<file path="src/hdl/mak_pkg.sv">
`timescale 1ns / 1ps
// Package for the modifier arrow key rewriter: byte codes and the burst type.
// It depends on nothing; the rewrite, serialiser and top-level files use it.
package mak_pkg;

    localparam int unsigned BURST_MAX = 6;

    localparam logic [7:0] ESC_BYTE      = 8'h1B;
    localparam logic [7:0] LBRACKET_BYTE = 8'h5B;
    localparam logic [7:0] SEMI_BYTE     = 8'h3B;
    localparam logic [7:0] TILDE_BYTE    = 8'h7E;
    localparam logic [7:0] ONE_CHAR      = 8'h31;
    localparam logic [7:0] SIX_CHAR      = 8'h36;
    localparam logic [7:0] A_CHAR        = 8'h41;
    localparam logic [7:0] D_CHAR        = 8'h44;
    localparam logic [7:0] ZERO_CHAR     = 8'h30;

    typedef struct packed {
        logic [BURST_MAX-1:0][7:0] bytes;
        logic [2:0]                count;
    } burst_t;

endpackage

</file>
<file path="src/hdl/mak_rewrite.sv">
`timescale 1ns / 1ps
// Escape sequence matcher: holds the match phase and held digit, and turns one
// input byte into a burst of zero to six output bytes. Depends on mak_pkg.
module mak_rewrite (
    input  logic            aclk,
    input  logic            aresetn,
    input  logic            load,
    input  logic [7:0]      data_byte,
    input  logic [7:0]      modifier_bits,
    input  logic            end_of_chunk,
    output mak_pkg::burst_t burst
);

    typedef enum logic [1:0] {
        PH_IDLE,
        PH_ESC,
        PH_BRACKET,
        PH_DIGIT
    } phase_t;

    phase_t     phase_reg;
    phase_t     phase_next;
    logic [7:0] digit_reg;
    logic [7:0] digit_next;
    logic [7:0] mod_char;
    logic [2:0] n;
    logic [mak_pkg::BURST_MAX-1:0][7:0] lst;

    always_comb begin
        logic [3:0] m;
        m = 4'd1;
        if (modifier_bits[0]) begin
            m = m + 4'd1;
        end
        if (modifier_bits[3]) begin
            m = m + 4'd2;
        end
        if (modifier_bits[2]) begin
            m = m + 4'd4;
        end
        mod_char = mak_pkg::ZERO_CHAR + {4'd0, m};
    end

    always_comb begin
        lst        = '0;
        n          = 3'd0;
        phase_next = phase_reg;
        digit_next = digit_reg;
        if (modifier_bits == 8'd0) begin
            if (phase_reg != PH_IDLE) begin
                lst[n] = mak_pkg::ESC_BYTE;
                n      = n + 3'd1;
            end
            if (phase_reg == PH_BRACKET || phase_reg == PH_DIGIT) begin
                lst[n] = mak_pkg::LBRACKET_BYTE;
                n      = n + 3'd1;
            end
            if (phase_reg == PH_DIGIT) begin
                lst[n] = digit_reg;
                n      = n + 3'd1;
            end
            lst[n]     = data_byte;
            n          = n + 3'd1;
            phase_next = PH_IDLE;
            digit_next = 8'd0;
        end else begin
            case (phase_reg)
                PH_IDLE: begin
                    if (data_byte == mak_pkg::ESC_BYTE) begin
                        phase_next = PH_ESC;
                    end else begin
                        lst[n] = data_byte;
                        n      = n + 3'd1;
                    end
                end
                PH_ESC: begin
                    if (data_byte == mak_pkg::LBRACKET_BYTE) begin
                        phase_next = PH_BRACKET;
                    end else begin
                        lst[n] = mak_pkg::ESC_BYTE;
                        n      = n + 3'd1;
                        if (data_byte == mak_pkg::ESC_BYTE) begin
                            phase_next = PH_ESC;
                        end else begin
                            lst[n]     = data_byte;
                            n          = n + 3'd1;
                            phase_next = PH_IDLE;
                        end
                    end
                end
                PH_BRACKET: begin
                    if (data_byte inside {[mak_pkg::A_CHAR:mak_pkg::D_CHAR]}) begin
                        lst[0]     = mak_pkg::ESC_BYTE;
                        lst[1]     = mak_pkg::LBRACKET_BYTE;
                        lst[2]     = mak_pkg::ONE_CHAR;
                        lst[3]     = mak_pkg::SEMI_BYTE;
                        lst[4]     = mod_char;
                        lst[5]     = data_byte;
                        n          = 3'd6;
                        phase_next = PH_IDLE;
                    end else if (data_byte inside
                                 {[mak_pkg::ONE_CHAR:mak_pkg::SIX_CHAR]}) begin
                        phase_next = PH_DIGIT;
                        digit_next = data_byte;
                    end else begin
                        lst[0] = mak_pkg::ESC_BYTE;
                        lst[1] = mak_pkg::LBRACKET_BYTE;
                        n      = 3'd2;
                        if (data_byte == mak_pkg::ESC_BYTE) begin
                            phase_next = PH_ESC;
                        end else begin
                            lst[n]     = data_byte;
                            n          = n + 3'd1;
                            phase_next = PH_IDLE;
                        end
                    end
                end
                default: begin
                    digit_next = 8'd0;
                    lst[0]     = mak_pkg::ESC_BYTE;
                    lst[1]     = mak_pkg::LBRACKET_BYTE;
                    lst[2]     = digit_reg;
                    n          = 3'd3;
                    if (data_byte == mak_pkg::TILDE_BYTE) begin
                        lst[3]     = mak_pkg::SEMI_BYTE;
                        lst[4]     = mod_char;
                        lst[5]     = mak_pkg::TILDE_BYTE;
                        n          = 3'd6;
                        phase_next = PH_IDLE;
                    end else if (data_byte == mak_pkg::ESC_BYTE) begin
                        phase_next = PH_ESC;
                    end else begin
                        lst[n]     = data_byte;
                        n          = n + 3'd1;
                        phase_next = PH_IDLE;
                    end
                end
            endcase
        end
        if (end_of_chunk) begin
            if (phase_next != PH_IDLE) begin
                lst[n] = mak_pkg::ESC_BYTE;
                n      = n + 3'd1;
            end
            if (phase_next == PH_BRACKET || phase_next == PH_DIGIT) begin
                lst[n] = mak_pkg::LBRACKET_BYTE;
                n      = n + 3'd1;
            end
            if (phase_next == PH_DIGIT) begin
                lst[n] = digit_next;
                n      = n + 3'd1;
            end
            phase_next = PH_IDLE;
            digit_next = 8'd0;
        end
    end

    assign burst.bytes = lst;
    assign burst.count = n;

    always_ff @(posedge aclk) begin
        if (!aresetn) begin
            phase_reg <= PH_IDLE;
            digit_reg <= 8'd0;
        end else if (load) begin
            phase_reg <= phase_next;
            digit_reg <= digit_next;
        end
    end

endmodule

</file>
<file path="src/hdl/mak_serial.sv">
`timescale 1ns / 1ps
// Output buffer that holds one burst and sends its bytes one transaction per
// cycle while m_tready is high, marking the final byte. Depends on mak_pkg.
module mak_serial (
    input  logic            aclk,
    input  logic            aresetn,
    input  logic            load,
    input  mak_pkg::burst_t burst,
    output logic            free,
    output logic            m_tvalid,
    input  logic            m_tready,
    output logic [7:0]      m_tdata,   // out_byte[7:0]
    output logic            m_tlast    // last_of_run
);

    logic [mak_pkg::BURST_MAX-1:0][7:0] bytes_reg;
    logic [2:0] total_reg;
    logic [2:0] pos_reg;
    logic       busy_reg;
    logic       at_last;

    assign at_last  = (pos_reg == total_reg - 3'd1);
    assign free     = !busy_reg || (m_tready && at_last);
    assign m_tvalid = busy_reg;
    assign m_tdata  = bytes_reg[pos_reg];
    assign m_tlast  = at_last;

    always_ff @(posedge aclk) begin
        if (!aresetn) begin
            busy_reg  <= 1'b0;
            pos_reg   <= 3'd0;
            total_reg <= 3'd0;
        end else if (load) begin
            bytes_reg <= burst.bytes;
            total_reg <= burst.count;
            pos_reg   <= 3'd0;
            busy_reg  <= (burst.count != 3'd0);
        end else if (busy_reg && m_tready) begin
            if (at_last) begin
                busy_reg <= 1'b0;
            end else begin
                pos_reg <= pos_reg + 3'd1;
            end
        end
    end

endmodule

</file>
<file path="src/hdl/modifier_arrow_key_rewriter_core.sv">
`timescale 1ns / 1ps
// Modifier arrow key rewriter top level: input register, sequence matcher and
// output buffer. Depends on mak_pkg, mak_rewrite and mak_serial.
// The first byte of an item passes the input register and then the output buffer.
// An item's output bytes leave one at a time on the single-byte output port; the
// input register can take the next item while the buffer still sends them.
// Reset (aresetn low, synchronous) empties both registers and clears the match.
module modifier_arrow_key_rewriter_core (
    input  logic       aclk,
    input  logic       aresetn,
    input  logic       s_tvalid,
    output logic       s_tready,
    input  logic [7:0] s_tdata,    // data_byte[7:0]
    input  logic [7:0] s_tuser,    // modifier_bits[7:0]
    input  logic       s_tlast,    // end_of_chunk
    output logic       m_tvalid,
    input  logic       m_tready,
    output logic [7:0] m_tdata,    // out_byte[7:0]
    output logic       m_tlast     // last_of_run
);

    logic            in_valid_reg;
    logic [7:0]      data_reg;
    logic [7:0]      mods_reg;
    logic            eoc_reg;
    logic            free;
    logic            load;
    mak_pkg::burst_t burst;

    assign load     = in_valid_reg && free;
    assign s_tready = !in_valid_reg || free;

    always_ff @(posedge aclk) begin
        if (!aresetn) begin
            in_valid_reg <= 1'b0;
        end else if (s_tready) begin
            in_valid_reg <= s_tvalid;
            data_reg     <= s_tdata;
            mods_reg     <= s_tuser;
            eoc_reg      <= s_tlast;
        end
    end

    mak_rewrite u_rewrite (
        .aclk          (aclk),
        .aresetn       (aresetn),
        .load          (load),
        .data_byte     (data_reg),
        .modifier_bits (mods_reg),
        .end_of_chunk  (eoc_reg),
        .burst         (burst)
    );

    mak_serial u_serial (
        .aclk     (aclk),
        .aresetn  (aresetn),
        .load     (load),
        .burst    (burst),
        .free     (free),
        .m_tvalid (m_tvalid),
        .m_tready (m_tready),
        .m_tdata  (m_tdata),
        .m_tlast  (m_tlast)
    );

endmodule
</file>
<file path="config.mk">
export PLATFORM = sky130hd
export DESIGN_NAME = modifier_arrow_key_rewriter_core
export DESIGN_NICKNAME = d
export VERILOG_FILES = /design/src/hdl/mak_pkg.sv /design/src/hdl/mak_rewrite.sv /design/src/hdl/mak_serial.sv /design/src/hdl/modifier_arrow_key_rewriter_core.sv
export SDC_FILE = /design/constraint.sdc
export NUM_CORES = 1
export LEC_CHECK = 0
export BUFFER_PORTS_ARGS = -buffer_cell sky130_fd_sc_hd__buf_4
export CAP_MARGIN = 20
export CELL_PAD_IN_SITES_DETAIL_PLACEMENT = 0
export CELL_PAD_IN_SITES_GLOBAL_PLACEMENT = 1
export CORE_MARGIN = 2
export CORE_UTILIZATION = 51
export CTS_BUF_LIST = sky130_fd_sc_hd__clkbuf_8
export DETAILED_ROUTE_END_ITERATION = 8
export PLACE_DENSITY = 0.89
export SLEW_MARGIN = 40
export SYNTH_ARGS = -nofsm -noshare
export SYNTH_HDL_FRONTEND = slang
export SYNTH_HIERARCHICAL = 1
export SYNTH_SLANG_ARGS = --single-unit
</file>
<file path="constraint.sdc">
create_clock -name aclk -period 4.87 [get_ports aclk]
set_input_delay 1.2175 -clock aclk [delete_from_list [all_inputs] [get_ports aclk]]
set_output_delay 1.2175 -clock aclk [all_outputs]
set_load 0.1 [all_outputs]
</file>
==> report_table.html, run 1 <==
<table>
<tr><th>Metric</th><th>Value</th></tr>
<tr><th colspan="2">Status</th></tr>
<tr><td>Run status</td><td>completed</td></tr>
<tr><th colspan="2">Synthesis</th></tr>
<tr><td>Register area share after synthesis</td><td>41.9%</td></tr>
<tr><td>Commonest register cell after synthesis</td><td>sky130_fd_sc_hd__edfxtp_1</td></tr>
<tr><td>Number of synthesized flops with an enable pin</td><td>65</td></tr>
<tr><td>Area of the mapped netlist</td><td>5520 sq um</td></tr>
<tr><td>Number of distinct library cell variants in the gate-level netlist after synthesis</td><td>97</td></tr>
<tr><td>Share of synthesized registers carrying an async set or reset</td><td>0%</td></tr>
<tr><td>Number of nets produced by synthesis</td><td>553</td></tr>
<tr><td>Number of warnings printed during yosys synthesis</td><td>6</td></tr>
<tr><td>Synthesized area per cell</td><td>10.6 sq um</td></tr>
<tr><td>Gate count of the mapped netlist</td><td>519</td></tr>
<tr><td>Number of synthesized register bits</td><td>83</td></tr>
<tr><th colspan="2">Drt</th></tr>
<tr><td>Vias per inst</td><td>6.54</td></tr>
<tr><td>Antenna Nets Post-Route</td><td>0</td></tr>
<tr><td>Routed Wire Length</td><td>15,300 um</td></tr>
<tr><td>Pre-antenna DRT Iters</td><td>5</td></tr>
<tr><td>Met3 wire len</td><td>1170 um</td></tr>
<tr><td>Total number of vias</td><td>4,541</td></tr>
<tr><td>Routed metal-1 wire length</td><td>6610 um</td></tr>
<tr><td>DRC Markers</td><td>0</td></tr>
<tr><td>Iteration-0 DRC Markers</td><td>529</td></tr>
<tr><td>Wire per inst</td><td>22.0 um</td></tr>
<tr><td>Met2 wire length</td><td>6890 um</td></tr>
<tr><td>Highest Signal Layer</td><td>met4</td></tr>
<tr><th colspan="2">Setup path</th></tr>
<tr><td>Critical setup path kind</td><td>register to register</td></tr>
<tr><td>Worst Path Max Fanout</td><td>7</td></tr>
<tr><td>Arr. time, crit path</td><td>4.69 ns</td></tr>
<tr><td>Crit path largest cell delay</td><td>0.51 ns</td></tr>
<tr><td>Critical Path Source Type</td><td>register</td></tr>
<tr><td>Slowest cell on crit path</td><td>sky130_fd_sc_hd__a41oi_1</td></tr>
<tr><td>Critical path buffers and inverters</td><td>2</td></tr>
<tr><td>Kind of cell with the highest combined delay on the critical path</td><td>compound AO/OA/AOI/OAI gates</td></tr>
<tr><td>CP cell instances</td><td>or3_1 -&gt; a41oi_1 -&gt; a2111oi_0 -&gt; a21o_2 -&gt; inv_4 -&gt; ha_1 -&gt; nor2_1 -&gt; a21oi_1 -&gt; ha_1 -&gt; inv_1 -&gt; xnor3_1 -&gt; or3_1 -&gt; o221ai_4 -&gt; nand3_4 -&gt; a32o_1</td></tr>
<tr><td>Category of the worst setup path capture point</td><td>register</td></tr>
<tr><td>Required time at the endpoint of the critical path</td><td>5.00 ns</td></tr>
<tr><th colspan="2">Cells and area</th></tr>
<tr><td>Fraction of final layout cells with drive strength greater than 1</td><td>23.3%</td></tr>
<tr><td>Post-route cell area</td><td>6170 sq um</td></tr>
<tr><td>Number of flip-flops in the largest register</td><td>48</td></tr>
<tr><td>Nets</td><td>588</td></tr>
<tr><td>Fill cell total of the finished layout</td><td>904</td></tr>
<tr><td># diodes</td><td>0</td></tr>
<tr><td>Most common library cell in the layout ignoring fill and taps</td><td>sky130_fd_sc_hd__edfxtp_1</td></tr>
<tr><td>Area grow syn2layout</td><td>11.9%</td></tr>
<tr><td>Commonest cells after routing, fill and taps aside</td><td>sky130_fd_sc_hd__edfxtp_1 (65), sky130_fd_sc_hd__buf_4 (57), sky130_fd_sc_hd__nand2_1 (53), sky130_fd_sc_hd__inv_1 (27), sky130_fd_sc_hd__a21oi_1 (23)</td></tr>
<tr><th colspan="2">Clock tree</th></tr>
<tr><td>Clock-pin slew on the worst setup and hold paths</td><td>0.09 ns</td></tr>
<tr><td>Clock sinks</td><td>83</td></tr>
<tr><td>Num CTS Buffers</td><td>9</td></tr>
<tr><td>Number of buffers between clock root and the deepest sink</td><td>2</td></tr>
<tr><td>Number of buffers inserted by post-CTS setup repair</td><td>0</td></tr>
<tr><td>CTS-repair resized insts</td><td>0</td></tr>
<tr><td>Clock root cell</td><td>sky130_fd_sc_hd__clkbuf_8</td></tr>
<tr><td>Post-cts hold buffer count</td><td>0</td></tr>
<tr><td>Skew-Pair Late Insertion Delay</td><td>0.37 ns</td></tr>
<tr><td>Htree depth</td><td>3</td></tr>
<tr><td>Clock tree from TritonCTS</td><td>built</td></tr>
<tr><th colspan="2">GRT</th></tr>
<tr><td>Global-route usage over all layers</td><td>27.8%</td></tr>
<tr><td>Number of antenna violations at the first check in global routing</td><td>0</td></tr>
<tr><td>Total gr overflow</td><td>0</td></tr>
<tr><td>Wire length of the first global-routing pass</td><td>24,100 um</td></tr>
<tr><td>Vias in the first global route</td><td>4,346</td></tr>
<tr><td>Maximum number of pins on one net before global-route repair</td><td>50</td></tr>
<tr><th colspan="2">STA</th></tr>
<tr><td>Actual transition at the worst max-transition pin</td><td>0.841 ns</td></tr>
<tr><td>Final max-slew violation count</td><td>0</td></tr>
<tr><td>Tmin final</td><td>4.56 ns</td></tr>
<tr><td>Sum of negative setup slack</td><td>0 ns</td></tr>
<tr><td>Worst-case headroom to the max-slew limit</td><td>43.9%</td></tr>
<tr><td>Setup violators final</td><td>0</td></tr>
<tr><td>Worst-case setup margin in the final layout</td><td>0.305 ns</td></tr>
<tr><td>Tcrit/Tclk final</td><td>93.7%</td></tr>
<tr><td>RSZ-0062 raised after global routing</td><td>no</td></tr>
<tr><td>Clk_skew</td><td>0.0146 ns</td></tr>
<tr><td>Final hold viol count</td><td>0</td></tr>
<tr><td>Maximum achievable frequency</td><td>219 MHz</td></tr>
<tr><th colspan="2">Die</th></tr>
<tr><td>Overall die width</td><td>108 um</td></tr>
<tr><td>Floorplan die area</td><td>11,700 sq um</td></tr>
<tr><td>Placement row count</td><td>37</td></tr>
<tr><td>Core area</td><td>10,400 sq um</td></tr>
<tr><td>Initial core utilization</td><td>53.0%</td></tr>
<tr><td>Die height</td><td>108 um</td></tr>
<tr><td>Number of ports placed on the die boundary</td><td>32</td></tr>
<tr><th colspan="2">Power and ir drop</th></tr>
<tr><td>Power density of the placed cells</td><td>251 nW/um^2</td></tr>
<tr><td>Cell leakage power</td><td>0.00221 uW</td></tr>
<tr><td>Total power of the final layout</td><td>1550 uW</td></tr>
<tr><td>Maximum vdd ir drop</td><td>0.177 mV</td></tr>
<tr><th colspan="2">Placement</th></tr>
<tr><td>Pre-CTS setup slack</td><td>0.359 ns</td></tr>
<tr><td>Input/output buffers</td><td>31</td></tr>
<tr><td>Final weighted congestion in routability-driven placement</td><td>0.995</td></tr>
<tr><td>Cell area reported after detailed placement</td><td>5940 sq um</td></tr>
<tr><td>Post-detailed-placement half-perimeter wirelength</td><td>11,300 um</td></tr>
<tr><th colspan="2">Hold path</th></tr>
<tr><td>Hold Crit Class</td><td>register to register</td></tr>
<tr><th colspan="2">Run</th></tr>
<tr><td>Max-capacitance violation count</td><td>0</td></tr>
</table>
==> layout make-up <==
type	instances	area (sq um)	share of cell area, %
clock inverter	6	106	1.72
sequential	83	2310	37.4
clock buffer	9	124	2.01
inverter	29	111	1.80
multi-input combinational	374	2920	47.3
timing repair buffer	57	428	6.93
tap	136	170	2.76
==> worst register-to-register path, cell delays in order, from the launching register on <==
cell and delay [ns]:
sky130_fd_sc_hd__edfxtp_1 0.47, sky130_fd_sc_hd__or3_1 0.47, sky130_fd_sc_hd__a41oi_1 0.51, sky130_fd_sc_hd__a2111oi_0 0.23, sky130_fd_sc_hd__a21o_2 0.32, sky130_fd_sc_hd__inv_4 0.08
sky130_fd_sc_hd__ha_1 0.23, sky130_fd_sc_hd__nor2_1 0.10, sky130_fd_sc_hd__a21oi_1 0.05, sky130_fd_sc_hd__ha_1 0.24, sky130_fd_sc_hd__inv_1 0.10, sky130_fd_sc_hd__xnor3_1 0.35
sky130_fd_sc_hd__or3_1 0.47, sky130_fd_sc_hd__o221ai_4 0.25, sky130_fd_sc_hd__nand3_4 0.14, sky130_fd_sc_hd__a32o_1 0.31
==> synthesized netlist by cell type (9+ instances only) <==
cell | number | area, sq um
sky130_fd_sc_hd__a21oi_1 | 23 | 115
sky130_fd_sc_hd__a22oi_1 | 13 | 97.6
sky130_fd_sc_hd__and2_1 | 10 | 62.6
sky130_fd_sc_hd__buf_2 | 11 | 55.1
sky130_fd_sc_hd__clkbuf_1 | 12 | 45.0
sky130_fd_sc_hd__dfxtp_1 | 18 | 360
sky130_fd_sc_hd__edfxtp_1 | 65 | 1950
sky130_fd_sc_hd__ha_1 | 13 | 163
sky130_fd_sc_hd__inv_1 | 26 | 97.6
sky130_fd_sc_hd__mux2i_1 | 15 | 150
sky130_fd_sc_hd__nand2_1 | 53 | 199
sky130_fd_sc_hd__nand3_1 | 9 | 45.0
sky130_fd_sc_hd__nor2_1 | 17 | 63.8
sky130_fd_sc_hd__nor3_1 | 15 | 75.1
sky130_fd_sc_hd__o21ai_0 | 13 | 65.1
sky130_fd_sc_hd__o22ai_1 | 14 | 87.6
==> power breakdown <==
group | total [uW] | internal, uW | switching, uW
clock network | 590 | 335 | 255
registers | 806 | 785 | 20.6
logic | 155 | 55.5 | 99.8
==> stage by stage <==
| step | instances | util (%) | hold slack (ns) |
|---|---|---|---|
| 2_1_floorplan | 519 | - | 0.483 |
| 3_3_place_gp | 679 | 57.0 | 0.483 |
| 3_5_place_dp | 679 | 57.0 | 0.495 |
| 4_1_cts | 694 | 59.2 | 0.505 |
| 5_1_grt | 694 | 59.3 | 0.527 |
| 6_report | 694 | 59.3 | 0.503 |
==> routing by layer <==
layer  track usage (%)  up-vias
li1                  -     2074
met5                 0        -
met2              42.1      225
met4              12.9        0
met1              38.7     2196
met3              5.30       46
==> final timing paths <==
check | from | to | slack (ns) | depth (start not counted)
worst max-delay path | data_reg[2] | u_serial/bytes_reg[10] | 0.31 | 15
worst min-delay path | in_valid_reg | in_valid_reg | 0.50 | 2
worst max register to register | data_reg[2] | u_serial/bytes_reg[10] | 0.31 | 15
worst min register to register | in_valid_reg | in_valid_reg | 0.50 | 2
==> cell families after synthesis <==
group	count (synthesis)	share of synthesized area (%)
AO/OA/AOI/OAI	148	20.4
flip-flops	83	41.9
AND/OR/NAND/NOR	175	19.9
XOR/XNOR	14	3.42
adder cells (fa/ha/maj)	13	2.95
buffers and inverters	62	5.28
multiplexers	24	6.19
(Power assumes the default switching activity.)
==> inputs of run 2 (changes only) <==
MAX_ROUTING_LAYER = met4   (was unset)
==> run 2 against run 1 <==
Hold slack better by 0.0036 ns. Critical path depth unchanged. First-iteration DRC count down 8.9%. Non-clock buffer count unchanged. Setup slack worse by 0.010 ns. Combinational power about the same. Clock power down 3.6%. Flip-flop and latch count unchanged. Core utilization down 0.072 points. Die area unchanged. Critical endpoint unchanged. Largest power group unchanged.
==> report_table.html, run 2 (synthesized netlist as in run 1, its figures left out) <==
<table>
<tr><th>Metric</th><th>Value</th></tr>
<tr><th colspan="2">Status</th></tr>
<tr><td>Run status</td><td>completed (unchanged)</td></tr>
<tr><th colspan="2">Drt</th></tr>
<tr><td>Wire per inst</td><td>22.0 um (about the same)</td></tr>
<tr><td>Vias per inst</td><td>6.52 (was 6.54)</td></tr>
<tr><td>Iteration-0 DRC Markers</td><td>482 (was 529)</td></tr>
<tr><td>DRC Markers</td><td>0 (unchanged)</td></tr>
<tr><td>Total number of vias</td><td>4,533 (was 4,541)</td></tr>
<tr><td>Pre-antenna DRT Iters</td><td>5 (unchanged)</td></tr>
<tr><td>Antenna Nets Post-Route</td><td>0 (unchanged)</td></tr>
<tr><td>Routed Wire Length</td><td>15,300 um (about the same)</td></tr>
<tr><th colspan="2">Hold path</th></tr>
<tr><td>Hold Crit Class</td><td>register to register (unchanged)</td></tr>
<tr><td>Depth of the worst hold-timing path</td><td>2 (unchanged)</td></tr>
<tr><td>Terminating pin of the worst hold path</td><td>in_valid_reg (unchanged)</td></tr>
<tr><td>Beginning of the worst hold path</td><td>in_valid_reg (unchanged)</td></tr>
<tr><th colspan="2">Placement</th></tr>
<tr><td>Input/output buffers</td><td>31 (unchanged)</td></tr>
<tr><td>Final weighted congestion in routability-driven placement</td><td>1.01 (was 0.995)</td></tr>
<tr><td>Cell area reported after detailed placement</td><td>5940 sq um (about the same)</td></tr>
<tr><td>Pre-CTS setup slack</td><td>0.378 ns (was 0.359 ns)</td></tr>
<tr><td>Post-detailed-placement half-perimeter wirelength</td><td>11,400 um (was 11,300 um)</td></tr>
<tr><th colspan="2">Power and ir drop</th></tr>
<tr><td>Total power of the final layout</td><td>1530 uW (was 1550 uW)</td></tr>
<tr><td>Clock power frac</td><td>37.2% (was 38.0%)</td></tr>
<tr><td>Fraction of power consumed by combinational cells</td><td>10.1% (was 10.0%)</td></tr>
<tr><td>Switching Fraction</td><td>25.9% (was 24.2%)</td></tr>
<tr><td>Cell leakage power</td><td>0.00220 uW (was 0.00221 uW)</td></tr>
<tr><td>Switching power</td><td>396 uW (was 375 uW)</td></tr>
<tr><td>Power Internal</td><td>1130 uW (was 1180 uW)</td></tr>
<tr><td>Reg power frac</td><td>52.6% (was 52.0%)</td></tr>
<tr><td>Maximum vdd ir drop</td><td>0.150 mV (was 0.177 mV)</td></tr>
<tr><td>Power density of the placed cells</td><td>248 nW/um^2 (was 251 nW/um^2)</td></tr>
<tr><th colspan="2">Setup path</th></tr>
<tr><td>FF-to-FF setup slack</td><td>0.30 ns (was 0.31 ns)</td></tr>
<tr><td>Category of the worst setup path capture point</td><td>register (unchanged)</td></tr>
<tr><td>Required time at the endpoint of the critical path</td><td>4.99 ns (was 5.00 ns)</td></tr>
<tr><td>Worst flop-to-flop path startpoint</td><td>data_reg[2] (unchanged)</td></tr>
<tr><td>Critical setup path kind</td><td>register to register (unchanged)</td></tr>
<tr><td>Worst Path Max Fanout</td><td>7 (unchanged)</td></tr>
<tr><td>Reg2reg end</td><td>u_serial/bytes_reg[10] (unchanged)</td></tr>
<tr><td>Critical path origin</td><td>data_reg[2] (unchanged)</td></tr>
<tr><td>Crit path largest cell delay</td><td>0.52 ns (was 0.51 ns)</td></tr>
<tr><td>Slowest cell on crit path</td><td>sky130_fd_sc_hd__a41oi_1 (unchanged)</td></tr>
<tr><td>Critical Path Source Type</td><td>register (unchanged)</td></tr>
<tr><td>Arr. time, crit path</td><td>4.70 ns (was 4.69 ns)</td></tr>
<tr><td>CP cell instances</td><td>or3_1 -&gt; a41oi_1 -&gt; a2111oi_0 -&gt; a21o_2 -&gt; inv_4 -&gt; ha_1 -&gt; nor2_1 -&gt; a21oi_1 -&gt; ha_1 -&gt; inv_1 -&gt; xnor3_1 -&gt; or3_1 -&gt; o221ai_4 -&gt; nand3_4 -&gt; a32o_1 (unchanged)</td></tr>
<tr><td>Number of cells on the worst reg-to-reg path</td><td>15 (unchanged)</td></tr>
<tr><th colspan="2">Die</th></tr>
<tr><td>Placement row count</td><td>37 (unchanged)</td></tr>
<tr><td>Overall die width</td><td>108 um (unchanged)</td></tr>
<tr><td>Number of ports placed on the die boundary</td><td>32 (unchanged)</td></tr>
<tr><td>Core area</td><td>10,400 sq um (unchanged)</td></tr>
<tr><td>Initial core utilization</td><td>53.0% (unchanged)</td></tr>
<tr><td>Floorplan die area</td><td>11,700 sq um (unchanged)</td></tr>
<tr><td>Die height</td><td>108 um (unchanged)</td></tr>
<tr><th colspan="2">Cells and area</th></tr>
<tr><td>Nets</td><td>588 (unchanged)</td></tr>
<tr><td>Fraction of final layout cells with drive strength greater than 1</td><td>23.6% (was 23.3%)</td></tr>
<tr><td># diodes</td><td>0 (unchanged)</td></tr>
<tr><td>Fill cell total of the finished layout</td><td>922 (was 904)</td></tr>
<tr><td>Register area</td><td>2310 sq um (unchanged)</td></tr>
<tr><td>End-of-flow core utilization</td><td>59.2% (was 59.3%)</td></tr>
<tr><td>Commonest cells after routing, fill and taps aside</td><td>sky130_fd_sc_hd__edfxtp_1 (65), sky130_fd_sc_hd__buf_4 (57), sky130_fd_sc_hd__nand2_1 (53), sky130_fd_sc_hd__inv_1 (26), sky130_fd_sc_hd__a21oi_1 (23) (was sky130_fd_sc_hd__edfxtp_1 (65), sky130_fd_sc_hd__buf_4 (57), sky130_fd_sc_hd__nand2_1 (53), sky130_fd_sc_hd__inv_1 (27), sky130_fd_sc_hd__a21oi_1 (23))</td></tr>
<tr><td>Post-route cell area</td><td>6170 sq um (about the same)</td></tr>
<tr><td>Number of flip-flops in the largest register</td><td>48 (unchanged)</td></tr>
<tr><td>Most common library cell in the layout ignoring fill and taps</td><td>sky130_fd_sc_hd__edfxtp_1 (unchanged)</td></tr>
<tr><td>Area of combinational cells with multiple inputs</td><td>2920 sq um (unchanged)</td></tr>
<tr><td>Area grow syn2layout</td><td>11.8% (was 11.9%)</td></tr>
<tr><th colspan="2">STA</th></tr>
<tr><td>Setup violators final</td><td>0 (unchanged)</td></tr>
<tr><td>Maximum achievable frequency</td><td>219 MHz (about the same)</td></tr>
<tr><td>Actual transition at the worst max-transition pin</td><td>0.806 ns (was 0.841 ns)</td></tr>
<tr><td>Sum of negative setup slack</td><td>0 ns (unchanged)</td></tr>
<tr><td>Tcrit/Tclk final</td><td>93.9% (was 93.7%)</td></tr>
<tr><td>Final hold viol count</td><td>0 (unchanged)</td></tr>
<tr><td>Final max-slew violation count</td><td>0 (unchanged)</td></tr>
<tr><td>Worst-case headroom to the max-slew limit</td><td>46.1% (was 43.9%)</td></tr>
<tr><td>RSZ-0062 raised after global routing</td><td>no (unchanged)</td></tr>
<tr><td>Worst-case setup margin in the final layout</td><td>0.295 ns (was 0.305 ns)</td></tr>
<tr><td>Clk_skew</td><td>0.0147 ns (was 0.0146 ns)</td></tr>
<tr><td>Tmin final</td><td>4.57 ns (was 4.56 ns)</td></tr>
<tr><th colspan="2">GRT</th></tr>
<tr><td>Vias in the first global route</td><td>4,402 (was 4,346)</td></tr>
<tr><td>Total gr overflow</td><td>0 (unchanged)</td></tr>
<tr><td>Wire length of the first global-routing pass</td><td>24,500 um (was 24,100 um)</td></tr>
<tr><td>Maximum number of pins on one net before global-route repair</td><td>50 (unchanged)</td></tr>
<tr><td>Global-route usage over all layers</td><td>28.9% (was 27.8%)</td></tr>
<tr><td>Number of antenna violations at the first check in global routing</td><td>0 (unchanged)</td></tr>
<tr><th colspan="2">Clock tree</th></tr>
<tr><td>Number of buffers inserted by post-CTS setup repair</td><td>0 (unchanged)</td></tr>
<tr><td>Htree depth</td><td>3 (unchanged)</td></tr>
<tr><td>Clock sinks</td><td>83 (unchanged)</td></tr>
<tr><td>Number of buffers between clock root and the deepest sink</td><td>2 (unchanged)</td></tr>
<tr><td>Skew-Pair Late Insertion Delay</td><td>0.37 ns (about the same)</td></tr>
<tr><td>Clock root cell</td><td>sky130_fd_sc_hd__clkbuf_8 (unchanged)</td></tr>
<tr><td>Clock-pin slew on the worst setup and hold paths</td><td>0.09 ns (about the same)</td></tr>
<tr><td>Clock tree from TritonCTS</td><td>built (unchanged)</td></tr>
<tr><td>Post-cts hold buffer count</td><td>0 (unchanged)</td></tr>
<tr><td>Num CTS Buffers</td><td>9 (unchanged)</td></tr>
<tr><td>CTS-repair resized insts</td><td>0 (unchanged)</td></tr>
<tr><th colspan="2">Run</th></tr>
<tr><td>Max-capacitance violation count</td><td>0 (unchanged)</td></tr>
</table>
run 2: worst max path at each step:
stage,end,slack [ns],cells past startpoint
floorplan,u_serial/bytes_reg[10],0.43,19
global placement,u_serial/bytes_reg[10],0.44,15
detailed placement,u_serial/bytes_reg[13],0.38,15
CTS,u_serial/bytes_reg[10],0.36,15
global route,u_serial/bytes_reg[13],0.06,15
finish,u_serial/bytes_reg[10],0.30,15
run 2: worst max-delay path, delay by kind of cell (launching register included):
family | cells | cell delay [ns]
AO/OA/AOI/OAI | 6 | 1.66
AND/OR/NAND/NOR | 4 | 1.23
flip-flops | 1 | 0.49
adder cells (fa/ha/maj) | 2 | 0.47
XOR/XNOR | 1 | 0.33
buffers and inverters | 2 | 0.17
run 2: power by group through the flow:
stage,Clock [uW],Sequential [uW],Combinational [uW]
after floorplan,0,818,110
after global placement,0,820,153
after detailed placement,0,822,154
after CTS,574,806,155
after global routing,602,809,166
final,569,805,155
run 2: cell type report:
cell class	instances	area share (%)
Inverter	29	1.81
Timing Repair Buffer	57	6.94
Sequential cell	83	37.5
Clock buffer	9	2.01
Clock inverter	7	1.60
Tap cell	136	2.76
Multi-Input combinational cell	374	47.4
run 2: through the flow:
stage                     std cells  hold WS [ns]
after floorplan                 519         0.483
after global placement          679         0.484
after detailed placement        679         0.498
after CTS                       695         0.510
after global routing            695         0.529
final                           695         0.507
run 2: layer usage:
layer,wire length (um),GRT usage (%)
met3,1330,3.92
met5,0,-
met2,7100,44.5
met1,6360,39.0
met4,475,11.2
